$ cat src/hdl/assert_macros.svh
// Assertion helpers for the RTL file that checks its own logic.
`ifndef ASSERT_MACROS_SVH
`define ASSERT_MACROS_SVH

// Same-cycle implication, checked on every rising clock edge outside reset.
`define SMSV_ASSERT_IMP(lbl, ante, cons, msg) \
    lbl: assert property (@(posedge i_clk) disable iff (!i_rst_n) (ante) |-> (cons)) \
        else $error(msg);

// Implication whose consequent is checked at the next clock edge.
`define SMSV_ASSERT_NXT(lbl, ante, cons, msg) \
    lbl: assert property (@(posedge i_clk) disable iff (!i_rst_n) (ante) |=> (cons)) \
        else $error(msg);

`endif

$ cat src/hdl/smsv_ram.sv
// ----------------------------------------------------------------------------
// smsv_ram
// Generic single-write, single-read RAM with a registered read port.
// ----------------------------------------------------------------------------
module smsv_ram #(
    parameter int WIDTH = 8,
    parameter int DEPTH = 16,
    parameter int AW    = (DEPTH > 1) ? $clog2(DEPTH) : 1
) (
    input  logic             i_clk,
    input  logic             i_we,
    input  logic [AW-1:0]    i_waddr,
    input  logic [WIDTH-1:0] i_wdata,
    input  logic [AW-1:0]    i_raddr,
    output logic [WIDTH-1:0] o_rdata
);

    logic [WIDTH-1:0] r_mem [DEPTH];
    logic [WIDTH-1:0] r_rdata;

    always_ff @(posedge i_clk) begin
        if (i_we) begin
            r_mem[i_waddr] <= i_wdata;
        end
        r_rdata <= r_mem[i_raddr];
    end

    assign o_rdata = r_rdata;

endmodule

$ cat config.mk
export PLATFORM = sky130hd
export DESIGN_NAME = smsv_ram
export DESIGN_NICKNAME = d
export VERILOG_FILES = /design/src/hdl/assert_macros.svh /design/src/hdl/smsv_ram.sv
export SDC_FILE = /design/constraint.sdc
export NUM_CORES = 1
export LEC_CHECK = 0
export ABC_AREA = 1
export BUFFER_PORTS_ARGS = -buffer_cell sky130_fd_sc_hd__buf_2
export CAP_MARGIN = 40
export CORE_ASPECT_RATIO = 1.2
export CORE_MARGIN = 5
export CORE_UTILIZATION = 60
export CTS_CLUSTER_DIAMETER = 100
export DETAILED_ROUTE_END_ITERATION = 8
export GPL_ROUTABILITY_DRIVEN = 0
export HOLD_SLACK_MARGIN = 0.06
export PLACE_DENSITY = 0.78
export SLEW_MARGIN = 20
export SYNTH_ARGS = -nofsm -noshare
export SYNTH_HDL_FRONTEND = slang
export SYNTH_SLANG_ARGS = --single-unit
$ cat constraint.sdc
create_clock -name i_clk -period 1.6 [get_ports i_clk]
set_input_delay 0.32 -clock i_clk [delete_from_list [all_inputs] [get_ports i_clk]]
set_output_delay 0.32 -clock i_clk [all_outputs]
set_load 0.01 [all_outputs]
# Word level (Yosys, flattened, before mapping)
# Memory sizes are Yosys's and may differ from the RTL's. A register that Yosys moved wholly into a read port is not among the register bits.
# Index checks and enable logic that the tools add are counted.
# classes
muxes,2
# ops
cell,n
$mux W1,2
# totals
regBits,0
ram_bits,128
n_memories,1
elab_cells,3
# memory_table
memory,depth,word_bits,read_ports,rd_clocked_by_memory_dff,wr,line,rtl
r_mem,16,8,1,1,1,smsv_ram.sv:18,logic [WIDTH-1:0] r_mem [DEPTH];

# Logic depth before layout (Yosys ltp)
# Gate-level depths: netlist (run 1).
# depth
word_depth,2
mapped_depth,8
mapped_depth_nobuf,7

# Worst setup path after synthesis (run 1)
# No wires, ideal clock.
# synth_timing
kind,input -> register
start,input port i_waddr[2]
end,"memory r_mem[10][0], enable pin"
path_slack_ns,0.329
cell_stages,2
setup_ns,0.370
arrival_time_ns,0.901
n_path_buf,0
path_cell_list,nand3b_1 -> nor2_1
# synth_rtl
element,line,rtl
start: declaration,smsv_ram.sv:12,"input logic [AW-1:0] i_waddr,"
end: declaration,smsv_ram.sv:18,
# No word-level cell before the write port.

# Final worst setup path (run 1)
# layout_timing
start,"register r_rdata[2], in the netlist o_rdata[2] (read register of r_mem)"
end,output port o_rdata[2]
# layout_rtl
element,line,rtl
start: declaration,smsv_ram.sv:19,logic [WIDTH-1:0] r_rdata;
end: declaration,smsv_ram.sv:15,output logic [WIDTH-1:0] o_rdata
# No word-level cell between the ends.

==> results of run 1 <==
[placed cells by master (no fill, tap or decap), drive strengths merged]
cell type  count
buf           49
bufinv         1
clkbuf        20
clkinv         9
clkinvlp       2
dfxtp          8
edfxtp       128
inv          102
nand2        173
nand3         97
nand3b         2
nor2          17
[final cells by class]
cell class,count,share of cell area
Tap cell,123,0.0233
Inverter,102,0.0578
Sequential cell,136,0.605
Timing Repair Buffer,49,0.0518
Clock inverter,12,0.0129
Clock buffer,20,0.0660
Multi-Input combinational cell,289,0.183
[state kept, by name (all words and copies together), names as in the netlist]
| register | count |
|---|---|
| o_rdata | 8 |
| r_mem | 128 |
[cells by family (layout without fill, tap and decap cells)]
family / count (synthesis) / in the layout
buffers and inverters: 126 / 183
DFF: 136 / 136
and+or+nand+nor: 289 / 289
[path summary, 6_finish.rpt]
path / startpoint / to / slack, ns / depth (start not counted)
max: o_rdata[2]$_DFF_P_ / o_rdata[2] / 0.36 / 1
max reg2reg: r_mem[3][7]$_DFFE_PP_ / o_rdata[7]$_DFF_P_ / 0.56 / 6
min: i_raddr[3] / o_rdata[4]$_DFF_P_ / 0.28 / 3
min reg2reg: r_mem[12][2]$_DFFE_PP_ / o_rdata[2]$_DFF_P_ / 0.68 / 6
[metrics by stage]
stage	cell area [µm²]	setup slack [ns]
floorplan	5770	0.329
global placement	6100	0.248
finish	6620	0.358
global route	6620	0.350
CTS	6620	0.339
detailed placement	6100	0.219
[power breakdown]
group	internal [mW]	total [mW]	switching, mW
Combinational	0.154	0.494	0.341
Clock	2.09	3.39	1.30
Sequential	3.99	4.02	0.0301
Total	6.23	7.90	1.67
[metal layers]
metal  track usage  up-vias  share of wire
met1         0.280     1844           0.38
met5             0        -              0
met3        0.0606       41          0.092
met2         0.365      232           0.49
met4         0.123        0          0.038
li1              -     1860              -
==> qor.csv, run 1 <==
metric;value;unit
drcViolationCount;0;
period_share;0.776;
min-delay-path-class;in2reg;
drv_cap;0;
cpPeakStageDelay;0.37;ns
synthAdderAreaFrac;0;
num-fill-cells;659;
fin_crit;1.24;ns
dieHeight;117;µm
yosysMostFrequentCell;nand2_1;
cts.sinks;136;
synth-edff-count;128;
yosys.area.top_type;edfxtp_1;
totalWireLength;12600;µm
critPathBufInv;1;
worstPathCellList;buf_2;
status;complete, no violations;
power.leakage;2.91;nW
path_max_fanout;1;
clkTransAtPathRegs;0.06;ns
antenna_left;0;
n_antenna_cell;0;
first_global_vias;3988;
vdd_drop_max;1.07;mV
start_util;0.609;
synth_ff_type;edfxtp_1;
globalRouteOverflowTotal;0;
rsz0062_at_grt;false;
path_delay_family;flip-flops;
synthArstFlopShare;0;
multiInputGateArea;1210;µm²
htree_num_levels;4;
antenna_found_initial;0;
maxSlewHeadroom;0.753;
cp-start-kind;register;
timing.hold.ws;0.282;ns
dieArea;11700;µm²
grtUsageTotal;0.228;
portBuffers;25;
synth_compound_area_frac;0;
fin_nets;613;
hold_violations;0;
synthDistinctLibCells;12;
yosysTopAreaCellShare;0.667;
viasPerCell;5.44;
cts_tree;done;
synth-xor-area-share;0;
drt-initial-drc-count;412;
ctsResizeCount;0;
arrival;0.92;ns
via_count;3977;
num_rows;39;
yosys-top-cells-count;nand2_1 (173), edfxtp_1 (128), inv_1 (100), nand3_1 (97), nor2_1 (17);
synth_mux_area_frac;0;
skew;0.00633;ns
dp_hpwl;8010;µm
drv_slew;0;
syn_area_per_cell;10.5;µm²
place_inst;699;
yosys.area_share.simple;0.210;
cts_buffer_depth;2;
clk_latency;0.41;ns
yosys_warnings;0;
syn_inst;551;
cp.required;1.28;ns
post-route-util;0.699;
wire_per_inst;17.2;µm
synth_seq_cells;136;
max_slew.worst_pin.slew;0.371;ns
critPathKind;reg2out;
cts_hold_buf;0;
fp.coreArea;9470;µm²
synth_top_family_by_area;simple AND/OR/NAND/NOR gates;
cts_setup_buffers;0;
grt_start_max_net_pins;65;
synthToLayoutAreaGrowth;14.8;%
grt_pass1_wl;20100;µm
syn_nets;569;
setup_violations;0;
boundaryPins;26;
fin_setup_tns;0;ns
power.total;7.90;mW
synth_top_cells_by_area;edfxtp_1 (67%), nand2_1 (11%), nand3_1 (8.4%);
final_cells;731;
drive_gt1_frac;0.125;
first_pass_iters;5;
p_per_area;1190;nW/µm²
cp-end-kind;primary output;
synth_area;5770;µm²
fmax;805;MHz
cts-root-buf;clkbuf_16;
cts_buffers;17;
regArea;4000;µm²
cp_slowest_cell;dfxtp_1;
ys_seq_area_frac;0.694;
dieWidth;99.5;µm
(Power assumes the default switching activity.)
==> inputs of run 2 (changes only) <==
Settings changed: ABC_AREA 1 to 0, CORE_UTILIZATION 60 to 54, PLACE_DENSITY 0.78 to 0.74.
Clock period 1.6 ns to 1.1 ns, I/O delays scaled along.
==> run 2 against run 1 <==
Compared with the run above: sequential share of layout area grew 1.1 points; critical endpoint is now o_rdata[7]$_DFF_P_; synthesized area shrank 11%; routed wire length shrank 20%; non-clock buffer count grew 8; sequential power grew 45%; register-to-register slack lost 0.75 ns; sequential cell count is the same; the run now ends with negative setup slack left; synthesized cell count shrank 58%; utilization shrank 0.89 points; design area shrank 1.8%; clock power grew 89%.
==> qor.csv, run 2 <==
metric;value;unit;change
status;finished with violations;;
failed_checks;negative setup slack;;
antenna_found_initial;0;;unchanged
cp-end-kind;register;;
startpoint;r_mem[0][7]$_DFFE_PP_;;
drcViolationCount;0;;unchanged
dp_hpwl;6080;µm;-24%
ys_seq_area_frac;0.778;;+0.0835
boundaryPins;26;;unchanged
drv_cap;0;;unchanged
clkTransAtPathRegs;0.06;ns;about the same
p_per_area;1990;nW/µm²;+67%
cts-root-buf;clkbuf_16;;
globalRouteOverflowTotal;0;;unchanged
period_share;1.17;;
num_rows;39;;unchanged
synthToLayoutAreaGrowth;26.3;%;
layout_common_cells;edfxtp_1 (128), mux4_2 (32), buf_2 (23);;
dieArea;11600;µm²;-0.75%
cp.required;1.39;ns;+0.11 ns
syn_inst;229;;-58%
yosys-top-cells-count;edfxtp_1 (128), mux4_2 (18), a22oi_1 (16), mux4_1 (14), nor2_1 (13);;
drive_gt1_frac;0.464;;+0.339
maxSlewHeadroom;0.658;;-0.0949
synthAdderAreaFrac;0;;unchanged
r2r_start;r_mem[0][7]$_DFFE_PP_;;
viasPerCell;5.67;;+4.1%
dieHeight;117;µm;-0.38%
fp.coreArea;9420;µm²;-0.52%
totalWireLength;10100;µm;-20%
synthArstFlopShare;0;;unchanged
synth_seq_cells;136;;unchanged
final_cells;431;;-41%
via_count;2442;;-39%
fin_setup_tns;-1.25;ns;-1.25 ns
grt_pass1_wl;15600;µm;-23%
synthDistinctLibCells;19;;+7
rsz0062_at_grt;true;;
min-delay-path-class;in2reg;;
syn_area_per_cell;22.5;µm²;+110%
place_inst;397;;-43%
cts_hold_buf;0;;unchanged
fin_area;6500;µm²;-1.8%
cts.sinks;136;;unchanged
grtUsageTotal;0.195;;-0.0329
wire_per_inst;23.3;µm;+35%
yosys_warnings;0;;unchanged
htree_num_levels;4;;unchanged
fin_ws;-0.186;ns;-0.543 ns
start_util;0.547;;-0.0626
first_global_vias;2646;;-34%
synth_top_family_by_area;multiplexers;;
critPathKind;reg2reg;;
synth-xor-area-share;0;;unchanged
n_antenna_cell;0;;unchanged
max_flop_register;r_mem;;
fmax;778;MHz;
power.leakage;2.19;nW;-25%
grt_start_max_net_pins;21;;-68%
yosys.area_share.simple;0.0318;;-0.179
synth_top_cells_by_area;edfxtp_1 (75%), mux4_2 (7.9%), mux4_1 (7.1%);;
cts_buffers;17;;unchanged
skew;0.00833;ns;+0.00200 ns
min_from;i_wdata[0];;
syn_nets;247;;-57%
cts_buffer_depth;2;;unchanged
arrival;1.58;ns;+0.66 ns
worstPathCellList;mux4_2, a22oi_2, nand2_1;;
yosysMostFrequentCell;edfxtp_1;;
hold_violations;0;;unchanged
cts_setup_buffers;0;;unchanged
setup_violations;8;;+8
cpPeakStageDelay;0.50;ns;+0.13 ns
dieWidth;99.1;µm;-0.37%
largest_register_ffs;128;;unchanged
layout_commonest_cell;edfxtp_1;;
preCtsSetupSlack;-0.499;ns;-0.718 ns
drt-initial-drc-count;233;;-43%
yosysTopAreaCellShare;0.747;;+0.0802
synth_mux_area_frac;0.150;;+0.150
cp_slowest_cell;mux4_2;;
synth-edff-count;128;;unchanged
cts_tree;done;;
drv_slew;0;;unchanged
postPlaceCellArea;5750;µm²;-5.8%
clk_latency;0.41;ns;about the same
antenna_left;0;;unchanged
synth_compound_area_frac;0.0233;;+0.0233
synth_area;5150;µm²;-11%
fin_nets;313;;-49%
path_max_fanout;1;;unchanged
vdd_drop_max;1.49;mV;+40%
synth_ff_type;edfxtp_1;;
portBuffers;25;;unchanged
yosys.area.top_type;edfxtp_1;;
first_pass_iters;4;;-1
max_slew.worst_pin.slew;0.513;ns;+0.142 ns
cp-start-kind;register;;
fin_crit;1.29;ns;
-- run 2: metal layers --
metal | global-route usage | up-vias | part of all wire
li1 | - | 1096 | -
met1 | 0.236 | 1237 | 0.38
met4 | 0.0856 | 0 | 0.021
met3 | 0.0634 | 16 | 0.063
met2 | 0.324 | 93 | 0.54
met5 | 0 | - | 0
-- run 2: through the flow --
step / total power [mW] / hold WS (ns) / util
floorplan: 6.28 / 0.319 / -
global placement: 6.54 / 0.603 / 0.610
global route: 13.3 / 0.186 / 0.690
detailed placement: 6.56 / 0.617 / 0.610
CTS: 13.0 / 0.182 / 0.686
finish: 12.9 / 0.187 / 0.690
-- run 2: final timing paths --
kind / end / slack, ns / depth (start not counted)
worst max-delay path: o_rdata[7]$_DFF_P_ / -0.19 / 3
worst min-delay path: r_mem[10][0]$_DFFE_PP_ / 0.19 / 1
worst max register to register: o_rdata[7]$_DFF_P_ / -0.19 / 3
worst min register to register: o_rdata[3]$_DFF_P_ / 0.67 / 3
-- run 2: cell type report --
class,count,area [µm²]
clock inverter,15,255
timing repair buffer,57,532
sequential,136,4010
tap,123,154
multi-input combinational,83,1130
fill,556,2920
clock buffer,17,425
-- run 2: repair_timing --
action | CTS | global route
pin swaps | 5 | 0
endpoints found under the setup margin | 10 | 13
gates resized for setup | 10 | 5
hold endpoints to repair | 0 | 0
-- run 2: critical path: cells and delay by family, from the launching register on --
family | cells | cell delay (ns)
simple gates | 1 | 0.06
mux | 1 | 0.50
compound gates | 1 | 0.20
flops | 1 | 0.41
-- run 2: power breakdown --
group	leakage (nW)	switching, mW	total [mW]	internal, mW
sequential	1.22	0.0390	5.84	5.80
combinational	0.637	0.351	0.663	0.313
clock	0.325	1.98	6.42	4.44
total	2.19	2.37	12.9	10.6
-- run 2: cells by family (layout without fill, tap and decap cells) --
group           Yosys count  in the layout
compound gates           16             16
buf+inv                  10             89
flops                   136            136
mux                      32             32
simple gates             35             35
