==> config.mk <==
export PLATFORM = sky130hd
export DESIGN_NAME = smsv_div
export DESIGN_NICKNAME = d
export VERILOG_FILES = /design/src/hdl/assert_macros.svh /design/src/hdl/smsv_pkg.sv /design/src/hdl/smsv_div.sv
export SDC_FILE = /design/constraint.sdc
export NUM_CORES = 1
export LEC_CHECK = 0
export ABC_AREA = 1
export CORE_MARGIN = 5
export CORE_UTILIZATION = 40
export CTS_CLUSTER_SIZE = 16
export DETAILED_ROUTE_END_ITERATION = 10
export DONT_BUFFER_PORTS = 1
export GPL_TIMING_DRIVEN = 0
export PLACE_DENSITY = 0.66
export SETUP_SLACK_MARGIN = 0.15
export SYNTH_ARGS = -nofsm -noshare
export SYNTH_HDL_FRONTEND = slang
export SYNTH_SLANG_ARGS = --single-unit
==> constraint.sdc <==
create_clock -name i_clk -period 5.75 [get_ports i_clk]
set_input_delay 1.725 -clock i_clk [delete_from_list [all_inputs] [get_ports i_clk]]
set_output_delay 1.725 -clock i_clk [all_outputs]
set_load 0.03 [all_outputs]
==> src/hdl/assert_macros.svh <==
// Assertion helpers for the RTL file that checks its own logic.
`ifndef ASSERT_MACROS_SVH
`define ASSERT_MACROS_SVH

// Same-cycle implication, checked on every rising clock edge outside reset.
`define SMSV_ASSERT_IMP(lbl, ante, cons, msg) \
    lbl: assert property (@(posedge i_clk) disable iff (!i_rst_n) (ante) |-> (cons)) \
        else $error(msg);

// Implication whose consequent is checked at the next clock edge.
`define SMSV_ASSERT_NXT(lbl, ante, cons, msg) \
    lbl: assert property (@(posedge i_clk) disable iff (!i_rst_n) (ante) |=> (cons)) \
        else $error(msg);

`endif

==> src/hdl/smsv_pkg.sv <==
// ----------------------------------------------------------------------------
// smsv_pkg
// Types and constants shared by the segmented Mobius sieve modules.
// ----------------------------------------------------------------------------
package smsv_pkg;

    localparam logic [1:0] CMD_CLEAR = 2'd0;
    localparam logic [1:0] CMD_SIEVE = 2'd1;
    localparam logic [1:0] CMD_READ  = 2'd2;
    localparam logic [1:0] CMD_NOP   = 2'd3;

    localparam logic REG_BASE = 1'b0;
    localparam logic REG_LEN  = 1'b1;

    localparam logic [1:0] SIGN_POS  = 2'b01;
    localparam logic [1:0] SIGN_ZERO = 2'b00;
    localparam logic [1:0] SIGN_BAD  = 2'b10;

    localparam int MAX_SEGMENT = 1 << 22;

    // One sieve entry as held in the entry memory.
    typedef struct packed {
        logic [1:0]  sign;
        logic [63:0] prod;
        logic [31:0] fac;
    } t_entry;

    typedef struct packed {
        logic        start;
        logic [63:0] dividend;
        logic [63:0] divisor;
    } t_div_req;

    typedef struct packed {
        logic        busy;
        logic        done;
        logic [63:0] quotient;
        logic [63:0] remainder;
    } t_div_rsp;

    typedef enum logic [4:0] {
        S_IDLE,
        S_CLEAR,
        S_SQ,
        S_CHECK,
        S_DIV1,
        S_DIV2,
        S_P_CHK,
        S_P_RD,
        S_P_LO,
        S_P_HI,
        S_P_WR,
        S_Q_START,
        S_Q_CHK,
        S_Q_RD,
        S_Q_WR,
        S_R_RD,
        S_R_CHK,
        S_R_EVAL,
        S_R_DIV,
        S_DONE
    } t_state;

endpackage

==> src/hdl/smsv_div.sv <==
// ----------------------------------------------------------------------------
// smsv_div
// Restoring 64-by-64-bit divider, one quotient bit per cycle.
// ----------------------------------------------------------------------------
module smsv_div
    import smsv_pkg::*;
(
    input  logic     i_clk,
    input  logic     i_rst_n,
    input  t_div_req i_req,
    output t_div_rsp o_rsp
);

    logic        r_busy;
    logic        r_done;
    logic [5:0]  r_cnt;
    logic [63:0] r_rem;
    logic [63:0] r_quo;
    logic [63:0] r_dvs;
    logic [64:0] trial;
    logic [64:0] diff;
    logic        take;

    assign trial = {r_rem, r_quo[63]};
    assign diff  = trial - {1'b0, r_dvs};
    assign take  = trial >= {1'b0, r_dvs};

    always_ff @(posedge i_clk) begin
        if (!i_rst_n) begin
            r_busy <= 1'b0;
            r_done <= 1'b0;
            r_cnt  <= '0;
        end else begin
            r_done <= 1'b0;
            if (r_busy) begin
                r_cnt <= r_cnt + 6'd1;
                if (r_cnt == 6'd63) begin
                    r_busy <= 1'b0;
                    r_done <= 1'b1;
                end
            end else if (i_req.start) begin
                r_busy <= 1'b1;
                r_cnt  <= '0;
            end
        end
    end

    always_ff @(posedge i_clk) begin
        if (r_busy) begin
            r_rem <= take ? diff[63:0] : trial[63:0];
            r_quo <= {r_quo[62:0], take};
        end else if (i_req.start) begin
            r_rem <= '0;
            r_quo <= i_req.dividend;
            r_dvs <= i_req.divisor;
        end
    end

    assign o_rsp.busy      = r_busy;
    assign o_rsp.done      = r_done;
    assign o_rsp.quotient  = r_quo;
    assign o_rsp.remainder = r_rem;

endmodule

; ---- After elaboration in Yosys (flattened, before gate mapping)
; Index checks and enable logic that the tools add are counted.
[totals]
mem_count = 0
ff_bits = 200
inputBits = 131
ram_bits = 0
romBits = 0
latchBits = 0
output_inout_bits = 130
[classes]
div_mod_pow = 0
multipliers = 0
n_mux = 11
order_cmp = 1
bitwise = 1
add_sub_neg = 2
n_eq_ne = 1
shift = 0
reduce_logical = 3
[op_table]
columns = op, n
row1 = $mux 64, 5
row2 = $ge 65x64->1, 1
row3 = $sub 64x64->64, 1
row4 = $mux 6, 2
row5 = $add 6x1->6 const B, 1
row6 = $eq 6x6->1 const B, 1
row7 = $mux 1, 4
row8 = $reduce_and 2->1, 2
row9 = $reduce_bool 2->1, 1
row10 = $not 1->1, 1

; ---- Logic depth before layout (Yosys ltp)
; Gate-level depths: netlist of the first run.
[logic_depth]
depth_word = 3
ltp_mapped = 20
ltp_nobuf = 17

; ---- Worst setup path after synthesis of the first run
; No wires, ideal clock.
[synth_timing]
path_kind = input-to-reg
from = in i_req[128] in the netlist's numbering
to = reg r_quo[0] (enable)
n_path_buf = 0
arrival_time_ns = 4.271
cell_stages = 2
slack_ns = 0.997
path_cell_list = nor2_1 > inv_1
[synth_via]
elab_chain_cells = 1
[synth_lines]
columns = item, line_no
row1 = "start, declared", smsv_div.sv:10  ; input t_div_req i_req,
row2 = $reduce_bool 2->1 (no line), --
row3 = "end signal, assigned", smsv_div.sv:51  ; r_quo <= {r_quo[62:0], take};
row4 = "end signal, assigned", smsv_div.sv:54  ; r_quo <= i_req.dividend;
row5 = "end, declared", smsv_div.sv:18  ; logic [63:0] r_quo;
; No other way between the ends.
; A chain may end at the register's enable or synchronous reset.

; ---- Final worst setup path of the first run
[layout_timing]
from = reg r_rem[44]
to = reg r_rem[33] (data pin)
[layout_via]
elab_chain_cells = 3
[layout_lines]
columns = item, line_no
row1 = "start, declared", smsv_div.sv:17  ; logic [63:0] r_rem;
row2 = "start signal, assigned", smsv_div.sv:50  ; r_rem <= take ? diff[63:0] : trial[63:0];
row3 = $ge 65x64->1, smsv_div.sv:26  ; assign take = trial >= {1'b0, r_dvs};
row4 = $mux 64, smsv_div.sv:50
row5 = $mux 64, smsv_div.sv:49  ; if (r_busy) begin
; No other way between the ends.

==> impl_metrics.env, run 1 <==
export IMPL_status="complete, no violations"
export IMPL_cp_num_buf_inv=2
export IMPL_antenna_left=0
export IMPL_cp_start_kind="register"
export IMPL_drive_gt1_share_pct=5.34
export IMPL_async_flop_share_pct=0
export IMPL_crit_chain="ha_1 -> nand2_1 -> nor2_2 -> nand2_1 -> nor2_1 -> nand2_1 -> nor2_1 -> nor2_1 -> inv_2 -> nor2_4 -> nand2_4 -> buf_2 -> nand2_1 -> nand2_1 -> nor2_1"
export IMPL_firstDrtPassIters=5
export IMPL_ctsHtreeMaxLevel=4
export IMPL_synth_edf_count=192
export IMPL_setup_viol=0
export IMPL_yosys_warnings=0
export IMPL_cp_end_kind="register"
export IMPL_num_nets_final=2395
export IMPL_stdcell_area_sq_um=16000
export IMPL_grt_total_usage_pct=23.7
export IMPL_cts_setup_buffers=0
export IMPL_syn_avg_cell_area_sq_um=6.77
export IMPL_grt_pass1_vias=12707
export IMPL_slew_headroom_pct=38.4
export IMPL_r2r_slack_ps=2470
export IMPL_worstSetupPathType="reg2reg"
export IMPL_port_buffers=0
export IMPL_synth_top_area_cell="edfxtp_1"
export IMPL_register_area_sq_um=5930
export IMPL_postCtsResizedCells=0
export IMPL_grt_max_degree=95
export IMPL_cpLargestDelayFamily="simple AND/OR/NAND/NOR gates"
export IMPL_cp_startpoint="r_rem[44]"
export IMPL_syn_nets=2374
export IMPL_place_congestion=0.981
export IMPL_slowest_stage="edfxtp_1"
export IMPL_final_max_slew_viol_count=0
export IMPL_start_util_pct=40.4
export IMPL_io_pin_count=261
export IMPL_cts_hold_buf=0
export IMPL_crit_top_cell="nand2_1"
export IMPL_critical_path_cell_count=15
export IMPL_critPathMaxStageDelay_ps=580
export IMPL_net_switching_power_mw=2.24
export IMPL_p_seq_share_pct=42.0
export IMPL_multi_input_area_sq_um=6930
export IMPL_syn_cell_area_sq_um=14700
export IMPL_swShare_pct=42.8
export IMPL_synth_most_common_cell="nand2_1"
export IMPL_synthCells=2177
export IMPL_period_share_pct=57.1
export IMPL_rr_worst_depth=15
export IMPL_fin_skew_ps=26.3
export IMPL_worstMarginPinSlew_ps=924
export IMPL_cts_sinks=200
export IMPL_ys_seq_area_share_pct=40.2
export IMPL_ir_drop_mv=0.214
export IMPL_overflow=0
export IMPL_cts_buffers=17
export IMPL_rsz0062_at_grt="false"
export IMPL_vias=12780
export IMPL_root_buffer="clkbuf_16"
export IMPL_hpwlAfterDp_mm=40.3
export IMPL_viasPerCell=4.77
export IMPL_hold_path_class="reg2reg"
export IMPL_ys_ff_latch=200
export IMPL_power_leakage_nw=8.64
export IMPL_pwr_share_comb_pct=34.3
export IMPL_clkSlewWorstSetupHoldPaths_ps=100
export IMPL_clock_latency_ps=490
export IMPL_yosys_top_cells_count="942 x nand2_1, 428 x inv_1, 206 x nor2_1"
export IMPL_fin_crit_ps=3280
export IMPL_drt_iter0_markers=849
export IMPL_wl_per_cell_microns=18.0
export IMPL_clockPowerShare_pct=23.8
export IMPL_worstPathRequired_ps=5980
export IMPL_max_freq_mhz=305
export IMPL_crit_end="r_rem[33]"
export IMPL_timing_rr_end="r_rem[33]"
export IMPL_die_w_microns=202
export IMPL_antenna_found_initial=6
export IMPL_wirelength_mm=48.3
export IMPL_ys_flop_type="edfxtp_1"
export IMPL_cts_tree="done"
export IMPL_drv_cap=0
export IMPL_synth_top_area_share_pct=39.1
export IMPL_power_mw=5.22
export IMPL_place_area_sq_um=15400
export IMPL_num_fill_cells=3864
export IMPL_coreArea_sq_um=36500
export IMPL_final_core_util_pct=43.7
export IMPL_synthTopCellsByArea="edfxtp_1 39%, nand2_1 24%, inv_1 11%"
export IMPL_worstPathMaxFanout=10
export IMPL_p_int_mw=2.99
export IMPL_clk_path_buf_depth=2
export IMPL_hold_violations=0
export IMPL_power_density_nw_per_um2=327
export IMPL_synthDistinctLibCells=37
export IMPL_synthToLayoutAreaGrowth_pct=8.34
export IMPL_r2r_start="r_rem[44]"
export IMPL_hold_ws_ps=524
export IMPL_core_rowCount=70
export IMPL_grt_first_pass_wirelength_mm=73.6
export IMPL_drc=0
export IMPL_die_area_sq_um=40800
export IMPL_die_height_microns=202
export IMPL_crit_arrival_ps=3510
sequential cells by signal (all words and copies together), names as in the netlist:
name    cells
r_done      1
r_rem      64
r_cnt       6
r_dvs      64
r_busy      1
r_quo      64
per-layer routing:
layer  up-vias  part of all wire [%]  global-route usage, %
li1       6610                     -                      -
met1      5672                    42                   29.2
met2       425                    46                   39.6
met3        63                   8.1                   7.03
met4        10                   3.0                   8.13
met5         -                  0.17                      0
power groups by stage:
stage | registers, mW | clock network, mW | logic (mW)
global placement | 2.24 | 0 | 1.76
finish | 2.19 | 1.24 | 1.79
global route | 2.22 | 1.35 | 2.03
detailed placement | 2.23 | 0 | 1.78
CTS | 2.20 | 1.28 | 1.79
floorplan | 2.16 | 0 | 1.30
cells by family (layout without fill, tap and decap cells):
family,Yosys count,count (layout),synth area share [%]
flops,200,200,40.2
simple gates,1344,1344,37.6
other cells,0,1,0
compound gates,53,53,1.90
fa+ha+maj,66,66,5.65
buf+inv,483,517,12.8
xor+xnor,31,31,1.84
cells in the final DEF (no fill, tap or decap), drive strengths merged:
master,instances
or2,1
clkinv,8
xor2,30
nor3,12
o211ai,1
fa,1
and3,2
bufinv,1
o22ai,1
nand3,62
buf,25
clkinvlp,1
xnor2,1
nand2,952
diode,1
nand4,10
and2,3
nor2,244
clkbuf,37
o21ai,5
o311a,1
ha,65
a21oi,44
dfxtp,8
edfxtp,192
nand3b,55
inv,445
nor4,3
a22oi,1
metrics by stage:
stage          setup slack, ps  TNS [ps]  std cells
3_5_place_dp              2500         0       2647
3_3_place_gp              -229    -28400       2645
6_report                  2470         0       2680
2_1_floorplan              997         0       2177
4_1_cts                   2440         0       2679
5_1_grt                   2300         0       2679
cell type report:
cell class	instances	share of cell area, %
clock inverters	15	1.03
diodes	1	0.0157
plain buffers	43	1.47
flip-flops and latches	200	37.1
multi-input cells	1494	43.4
repair buffers	2	0.298
clock buffers	17	2.66
well taps	468	3.67
inverters	440	10.4
worst register-to-register path, cell delays in order (launching register included):
cell	delay (ps)
edfxtp_1	580
ha_1	540
nand2_1	160
nor2_2	220
nand2_1	110
nor2_1	190
nand2_1	160
nor2_1	140
nor2_1	60
inv_2	60
nor2_4	60
nand2_4	120
buf_2	340
nand2_1	150
nand2_1	90
nor2_1	40
worst min path at each step:
stage,startpoint,cells after the start,endpoint
global placement,r_cnt[5],2,r_done
floorplan,r_cnt[5],2,r_done
detailed placement,r_cnt[5],2,r_done
CTS,r_cnt[5],2,r_done
finish,r_cnt[5],2,r_done
global route,r_cnt[5],2,r_done
Note: power is estimated with default switching activity, not from simulation.
==> run 2: changes to the inputs <==
ABC_AREA = 0   (was 1)
clock period = 3.3 ns   (was 5.75 ns; I/O delays follow)
==> run 2 against run 1 <==
  * The flow now finishes with violations (setup timing)
  * Highest routed layer unchanged
  * Clock-buffer cell count rose by 2
  * Design area fell by 7.0%
  * Largest cell class unchanged
  * Critical path depth fell by 4
  * Fmax fell by 4.3%
  * Area after synthesis fell by 20%
  * Power rose by 83%
  * Global-route usage fell by 3.2 points
  * Clock skew fell by 15 ps
  * Clock power rose by 70%
  * Sequential cell count did not move
  * Worst setup slack got worse by 2600 ps
  * Sequential share of layout area rose by 2.8 points
==> impl_metrics.env, run 2 <==
export IMPL_die_area_sq_um=33200
export IMPL_final_max_slew_viol_count=0
export IMPL_worstSetupPathType="reg2reg"
export IMPL_dp_slack_ps=-647
export IMPL_ys_ff_latch=200
export IMPL_grt_first_pass_wirelength_mm=52.8
export IMPL_hold_path_class="reg2reg"
export IMPL_stdcell_count=1608
export IMPL_grt_pass1_vias=9197
export IMPL_antenna_found_initial=10
export IMPL_fin_crit_ps=3430
export IMPL_synth_top_area_cell="edfxtp_1"
export IMPL_clock_latency_ps=450
export IMPL_cp_end_kind="register"
export IMPL_worstMarginPinSlew_ps=1100
export IMPL_drc=0
export IMPL_ys_seq_area_share_pct=50.0
export IMPL_synth_most_common_cell="edfxtp_1"
export IMPL_vias=9278
export IMPL_status="finished with violations"
export IMPL_yosys_top_cells_count="192 x edfxtp_1, 150 x nand2_1, 119 x a21oi_1"
export IMPL_syn_cell_area_sq_um=11900
export IMPL_wl_per_cell_microns=22.7
export IMPL_hold_ws_ps=490
export IMPL_finalSetupTns_ps=-4460
export IMPL_slew_headroom_pct=27.0
export IMPL_core_rowCount=63
export IMPL_num_nets_final=1402
export IMPL_power_mw=9.54
export IMPL_clk_path_buf_depth=2
export IMPL_synthDistinctLibCells=68
export IMPL_antenna_left=0
export IMPL_setup_viol=64
export IMPL_period_share_pct=104
export IMPL_die_height_microns=182
export IMPL_crit_arrival_ps=3580
export IMPL_max_freq_mhz=292
export IMPL_top_regs="r_dvs (64), r_quo (64), r_rem (64)"
export IMPL_hpwlAfterDp_mm=25.5
export IMPL_yosys_warnings=0
export IMPL_worst_slack_ps=-130
export IMPL_synthToLayoutAreaGrowth_pct=25.2
export IMPL_violations="setup timing"
export IMPL_power_density_nw_per_um2=643
export IMPL_die_w_microns=182
export IMPL_worstPathRequired_ps=3450
export IMPL_drv_cap=0
export IMPL_cp_start_kind="register"
export IMPL_synthTopCellsByArea="edfxtp_1 49%, ha_1 6.9%, mux2_2 6.0%"
export IMPL_rsz0062_at_grt="true"
export IMPL_final_cell_mix="192 x edfxtp_1, 117 x nand2_1, 77 x inv_1, 75 x a21oi_1, 64 x nor2_1"
export IMPL_synth_top_area_share_pct=48.6
export IMPL_cts_tree="done"
export IMPL_cts_buffers=17
export IMPL_syn_avg_cell_area_sq_um=10.4
export IMPL_cts_hold_buf=0
export IMPL_drt_iter0_markers=786
export IMPL_grt_total_usage_pct=20.5
export IMPL_ctsHtreeMaxLevel=4
export IMPL_power_leakage_nw=5.70
export IMPL_root_buffer="clkbuf_16"
export IMPL_viasPerCell=5.77
export IMPL_firstDrtPassIters=5
export IMPL_cts_sinks=200
export IMPL_io_pin_count=261
export IMPL_place_congestion=0.928
export IMPL_synthCells=1140
export IMPL_wirelength_mm=36.5
export IMPL_synth_edf_count=192
export IMPL_async_flop_share_pct=0
export IMPL_hold_violations=0
export IMPL_coreArea_sq_um=29500
export IMPL_grt_max_degree=66
export IMPL_overflow=0
export IMPL_worstPathMaxFanout=7
export IMPL_start_util_pct=40.2
export IMPL_ys_flop_type="edfxtp_1"
export IMPL_ir_drop_mv=0.412
export IMPL_syn_nets=1337
export IMPL_clkSlewWorstSetupHoldPaths_ps=80
export IMPL_drive_gt1_share_pct=29.0
export IMPL_fin_skew_ps=11.7
export IMPL_dp_cells=1534
export IMPL_final_common_cell="edfxtp_1"
export IMPL_port_buffers=0
## run 2: changes by cell type after synthesis, moves of 35 or more
cell,previous run,this run
a21oi_1,44,119
inv_1,428,79
mux2_2,0,63
nand2_1,942,150
nand3_1,61,25
nand3b_1,55,2
nor2_1,206,71
nor2_2,37,0
xnor2_1,1,36
## run 2: layer usage
layer	vias to the layer above	global-route usage, %	wire (microns)
met5	-	0	96
met4	14	6.66	899
met3	71	8.77	3730
met2	439	34.3	17900
met1	4460	23.7	13800
li1	4294	-	-
## run 2: kinds of logic (layout without fill, tap and decap cells)
kind of cell / Yosys count / after routing / synth area share (%)
adders and majority gates: 66 / 66 / 7.03
buffers and inverters: 132 / 209 / 4.63
AOI/OAI and AO/OA: 280 / 280 / 14.8
muxes: 64 / 64 / 6.07
other: 0 / 1 / 0
DFF: 200 / 200 / 50.0
xor gates and xnor gates: 56 / 56 / 4.14
and+or+nand+nor: 342 / 342 / 13.4
## run 2: final cells by class
class	instances	area, sq um
multi-input combinational	808	6440
buffer	53	465
clock inverter	12	138
antenna	1	2.50
fill	2628	14600
timing repair buffer	46	637
sequential	200	5930
tap	390	488
clock buffer	19	453
inverter	79	303
## run 2: worst paths after layout
kind	depth (start not counted)	slack [ps]	startpoint	end
hold / removal	2	490	r_cnt[5]	r_done
setup / recovery	11	-130	r_rem[18]	r_rem[35]
hold reg to reg	2	490	r_cnt[5]	r_done
setup reg to reg	11	-130	r_rem[18]	r_rem[35]
## run 2: what timing repair did
action,CTS,global route
resized for setup,140,174
hold endpoints to repair,0,0
setup endpoints to repair,65,65
pin swaps,34,58
cloned,2,9
buffers inserted,20,11
## run 2: stage by stage
| step | cell area (sq um) | utilization (%) |
|---|---|---|
| floorplan | 11900 | - |
| global placement | 12400 | 41.9 |
| detailed placement | 12400 | 42.2 |
| CTS | 13900 | 47.0 |
| global route | 14800 | 50.4 |
| finish | 14800 | 50.4 |
## run 2: power by group
| part | internal (mW) | leakage (nW) | switching, mW |
|---|---|---|---|
| logic | 1.60 | 3.42 | 1.97 |
| clock network | 1.05 | 0.282 | 1.06 |
| registers | 3.14 | 2.00 | 0.720 |
| total | 5.79 | 5.70 | 3.75 |
## run 2: critical path, cell delays in order (launching register included)
cell,delay [ps]
edfxtp_1,630
ha_4,410
nand4_1,160
or4_4,560
a211o_4,320
a21oi_4,180
o21ai_4,100
nand2_4,100
a21bo_4,240
buf_12,170
clkbuf_16,160
a211oi_2,70
==> run 3: changes to the inputs <==
SETUP_SLACK_MARGIN = not set   (was 0.15)
SKIP_CTS_REPAIR_TIMING = 1   (was not set)
==> run 3 against run 2 <==
  * The flow still finishes with violations (setup timing)
  * Clock power is essentially flat
  * First-iteration DRC count down 45%
  * Sequential share of layout area increased by 3.1 points
  * Combinational power shrank 22%
  * Non-clock buffer count shrank 34
  * Routed wire length is 6.1% lower
  * Critical path type unchanged
==> impl_metrics.env, run 3 (same netlist as run 2, synthesis figures left out) <==
export IMPL_viasPerCell=5.67
export IMPL_grt_pass1_vias=8851
export IMPL_register_area_sq_um=5930
export IMPL_num_nets_final=1368
export IMPL_final_cell_mix="192 x edfxtp_1, 140 x nand2_1, 96 x a21oi_1, 77 x inv_1, 69 x nor2_1"
export IMPL_p_seq_share_pct=43.8
export IMPL_slew_headroom_pct=51.0
export IMPL_die_area_sq_um=33200
export IMPL_rsz0062_at_grt="true"
export IMPL_antenna_found_initial=10
export IMPL_grt_max_degree=44
export IMPL_worst_slack_ps=-197
export IMPL_p_int_mw=5.36
export IMPL_dp_slack_ps=-686
export IMPL_drive_gt1_share_pct=20.0
export IMPL_hold_violations=0
export IMPL_slowest_stage="edfxtp_1"
export IMPL_overflow=0
export IMPL_worstMarginPinSlew_ps=735
export IMPL_root_buffer="clkbuf_16"
export IMPL_synthToLayoutAreaGrowth_pct=16.1
export IMPL_critPathMaxStageDelay_ps=610
export IMPL_crit_arrival_ps=3810
export IMPL_io_pin_count=261
export IMPL_max_freq_mhz=286
export IMPL_worstSetupPathType="reg2reg"
export IMPL_cp_num_buf_inv=2
export IMPL_place_area_sq_um=12400
export IMPL_grt_first_pass_wirelength_mm=50.8
export IMPL_antenna_left=0
export IMPL_port_buffers=0
export IMPL_net_switching_power_mw=3.43
export IMPL_setup_viol=64
export IMPL_coreArea_sq_um=29500
export IMPL_firstDrtPassIters=4
export IMPL_clockPowerShare_pct=24.4
export IMPL_crit_chain="ha_4 -> buf_6 -> nand4_1 -> or4_4 -> a211o_4 -> a21oi_4 -> o21ai_4 -> nand2_4 -> a21boi_4 -> buf_8 -> or3b_4 -> a21oi_2"
export IMPL_stdcell_area_sq_um=13800
export IMPL_cts_sinks=200
export IMPL_wirelength_mm=34.3
export IMPL_period_share_pct=106
export IMPL_swShare_pct=39.0
export IMPL_worstPathRequired_ps=3610
export IMPL_status="finished with violations"
export IMPL_power_density_nw_per_um2=639
export IMPL_final_max_slew_viol_count=0
export IMPL_place_congestion=0.932
export IMPL_violations="setup timing"
export IMPL_ir_drop_mv=0.417
export IMPL_clk_path_buf_depth=2
export IMPL_die_w_microns=182
export IMPL_cp_end_kind="register"
export IMPL_cts_tree="done"
export IMPL_final_common_cell="edfxtp_1"
export IMPL_cp_start_kind="register"
export IMPL_start_util_pct=40.2
export IMPL_cts_buffers=17
export IMPL_power_leakage_nw=5.27
export IMPL_multi_input_area_sq_um=5840
export IMPL_clkSlewWorstSetupHoldPaths_ps=90
export IMPL_hpwlAfterDp_mm=26.1
export IMPL_num_fill_cells=2806
export IMPL_core_rowCount=63
export IMPL_drv_cap=0
export IMPL_fin_skew_ps=19.8
export IMPL_cpLargestDelayFamily="simple AND/OR/NAND/NOR gates"
export IMPL_fin_crit_ps=3500
export IMPL_die_height_microns=182
export IMPL_hold_path_class="reg2reg"
export IMPL_grt_total_usage_pct=19.6
export IMPL_drt_iter0_markers=435
export IMPL_pwr_share_comb_pct=31.9
export IMPL_vias=8949
export IMPL_worstPathMaxFanout=6
export IMPL_top_regs="r_dvs (64), r_quo (64), r_rem (64)"
export IMPL_ctsHtreeMaxLevel=4
export IMPL_wl_per_cell_microns=21.7
export IMPL_clock_latency_ps=460
export IMPL_drc=0
-- run 3: cell types whose count changed in the layout (fill, tap and decap cells not counted), sizes merged --
cell | before | now
clkinv | 4 | 7
clkinvlp | 3 | 2
clkbuf | 53 | 45
diode | 1 | 3
buf | 65 | 38
-- run 3: path summary, 6_finish.rpt --
path / start / endpoint / slack (ps) / depth (start not counted)
hold / removal: r_cnt[2] / r_cnt[2] / 510 / 1
setup reg to reg: r_rem[16] / r_rem[61] / -200 / 12
hold reg to reg: r_cnt[2] / r_cnt[2] / 510 / 1
setup / recovery: r_rem[16] / r_rem[61] / -200 / 12
-- run 3: final cells by class --
| class | instances | area share [%] |
|---|---|---|
| inverters | 79 | 2.18 |
| flip-flops and latches | 200 | 43.1 |
| well taps | 390 | 3.55 |
| repair buffers | 20 | 1.89 |
| plain buffers | 45 | 2.49 |
| diodes | 3 | 0.0545 |
| clock inverters | 14 | 1.25 |
| clock buffers | 18 | 3.12 |
| multi-input cells | 808 | 42.4 |
-- run 3: per-stage QoR --
stage	hold WS [ps]	cells	utilization, %	power (mW)	TNS (ps)
after floorplan	447	1140	-	5.57	-11920
after global placement	485	1530	41.9	6.20	-204440
after detailed placement	498	1534	42.2	6.24	-29800
after CTS	512	1566	44.2	8.39	-32540
after global routing	535	1576	46.7	9.24	-14820
final	515	1577	46.7	8.79	-7710
-- run 3: layer usage --
metal / wire length [microns] / up-vias / GRT usage, %
met3: 3470 / 59 / 8.33
met2: 16600 / 353 / 32.8
met4: 692 / 10 / 5.28
met5: 62 / - / 0
met1: 13500 / 4314 / 23.1
li1: - / 4213 / -
-- run 3: worst reg2reg max path: cells and delay by family, from the launching register on --
kind                     cells  cell delay [ps]
AND/OR/NAND/NOR              4             1210
flip-flops                   1              610
AO/OA/AOI/OAI                5              890
adder cells (fa/ha/maj)      1              370
buffers and inverters        2              270
-- run 3: power by group through the flow --
stage                     clock, mW  sequential, mW  combinational (mW)
after global placement            0            3.92                2.28
after global routing           2.29            3.89                3.06
after detailed placement          0            3.91                2.33
final                          2.14            3.85                2.80
after CTS                      2.19            3.85                2.34
after floorplan                   0            3.77                1.80
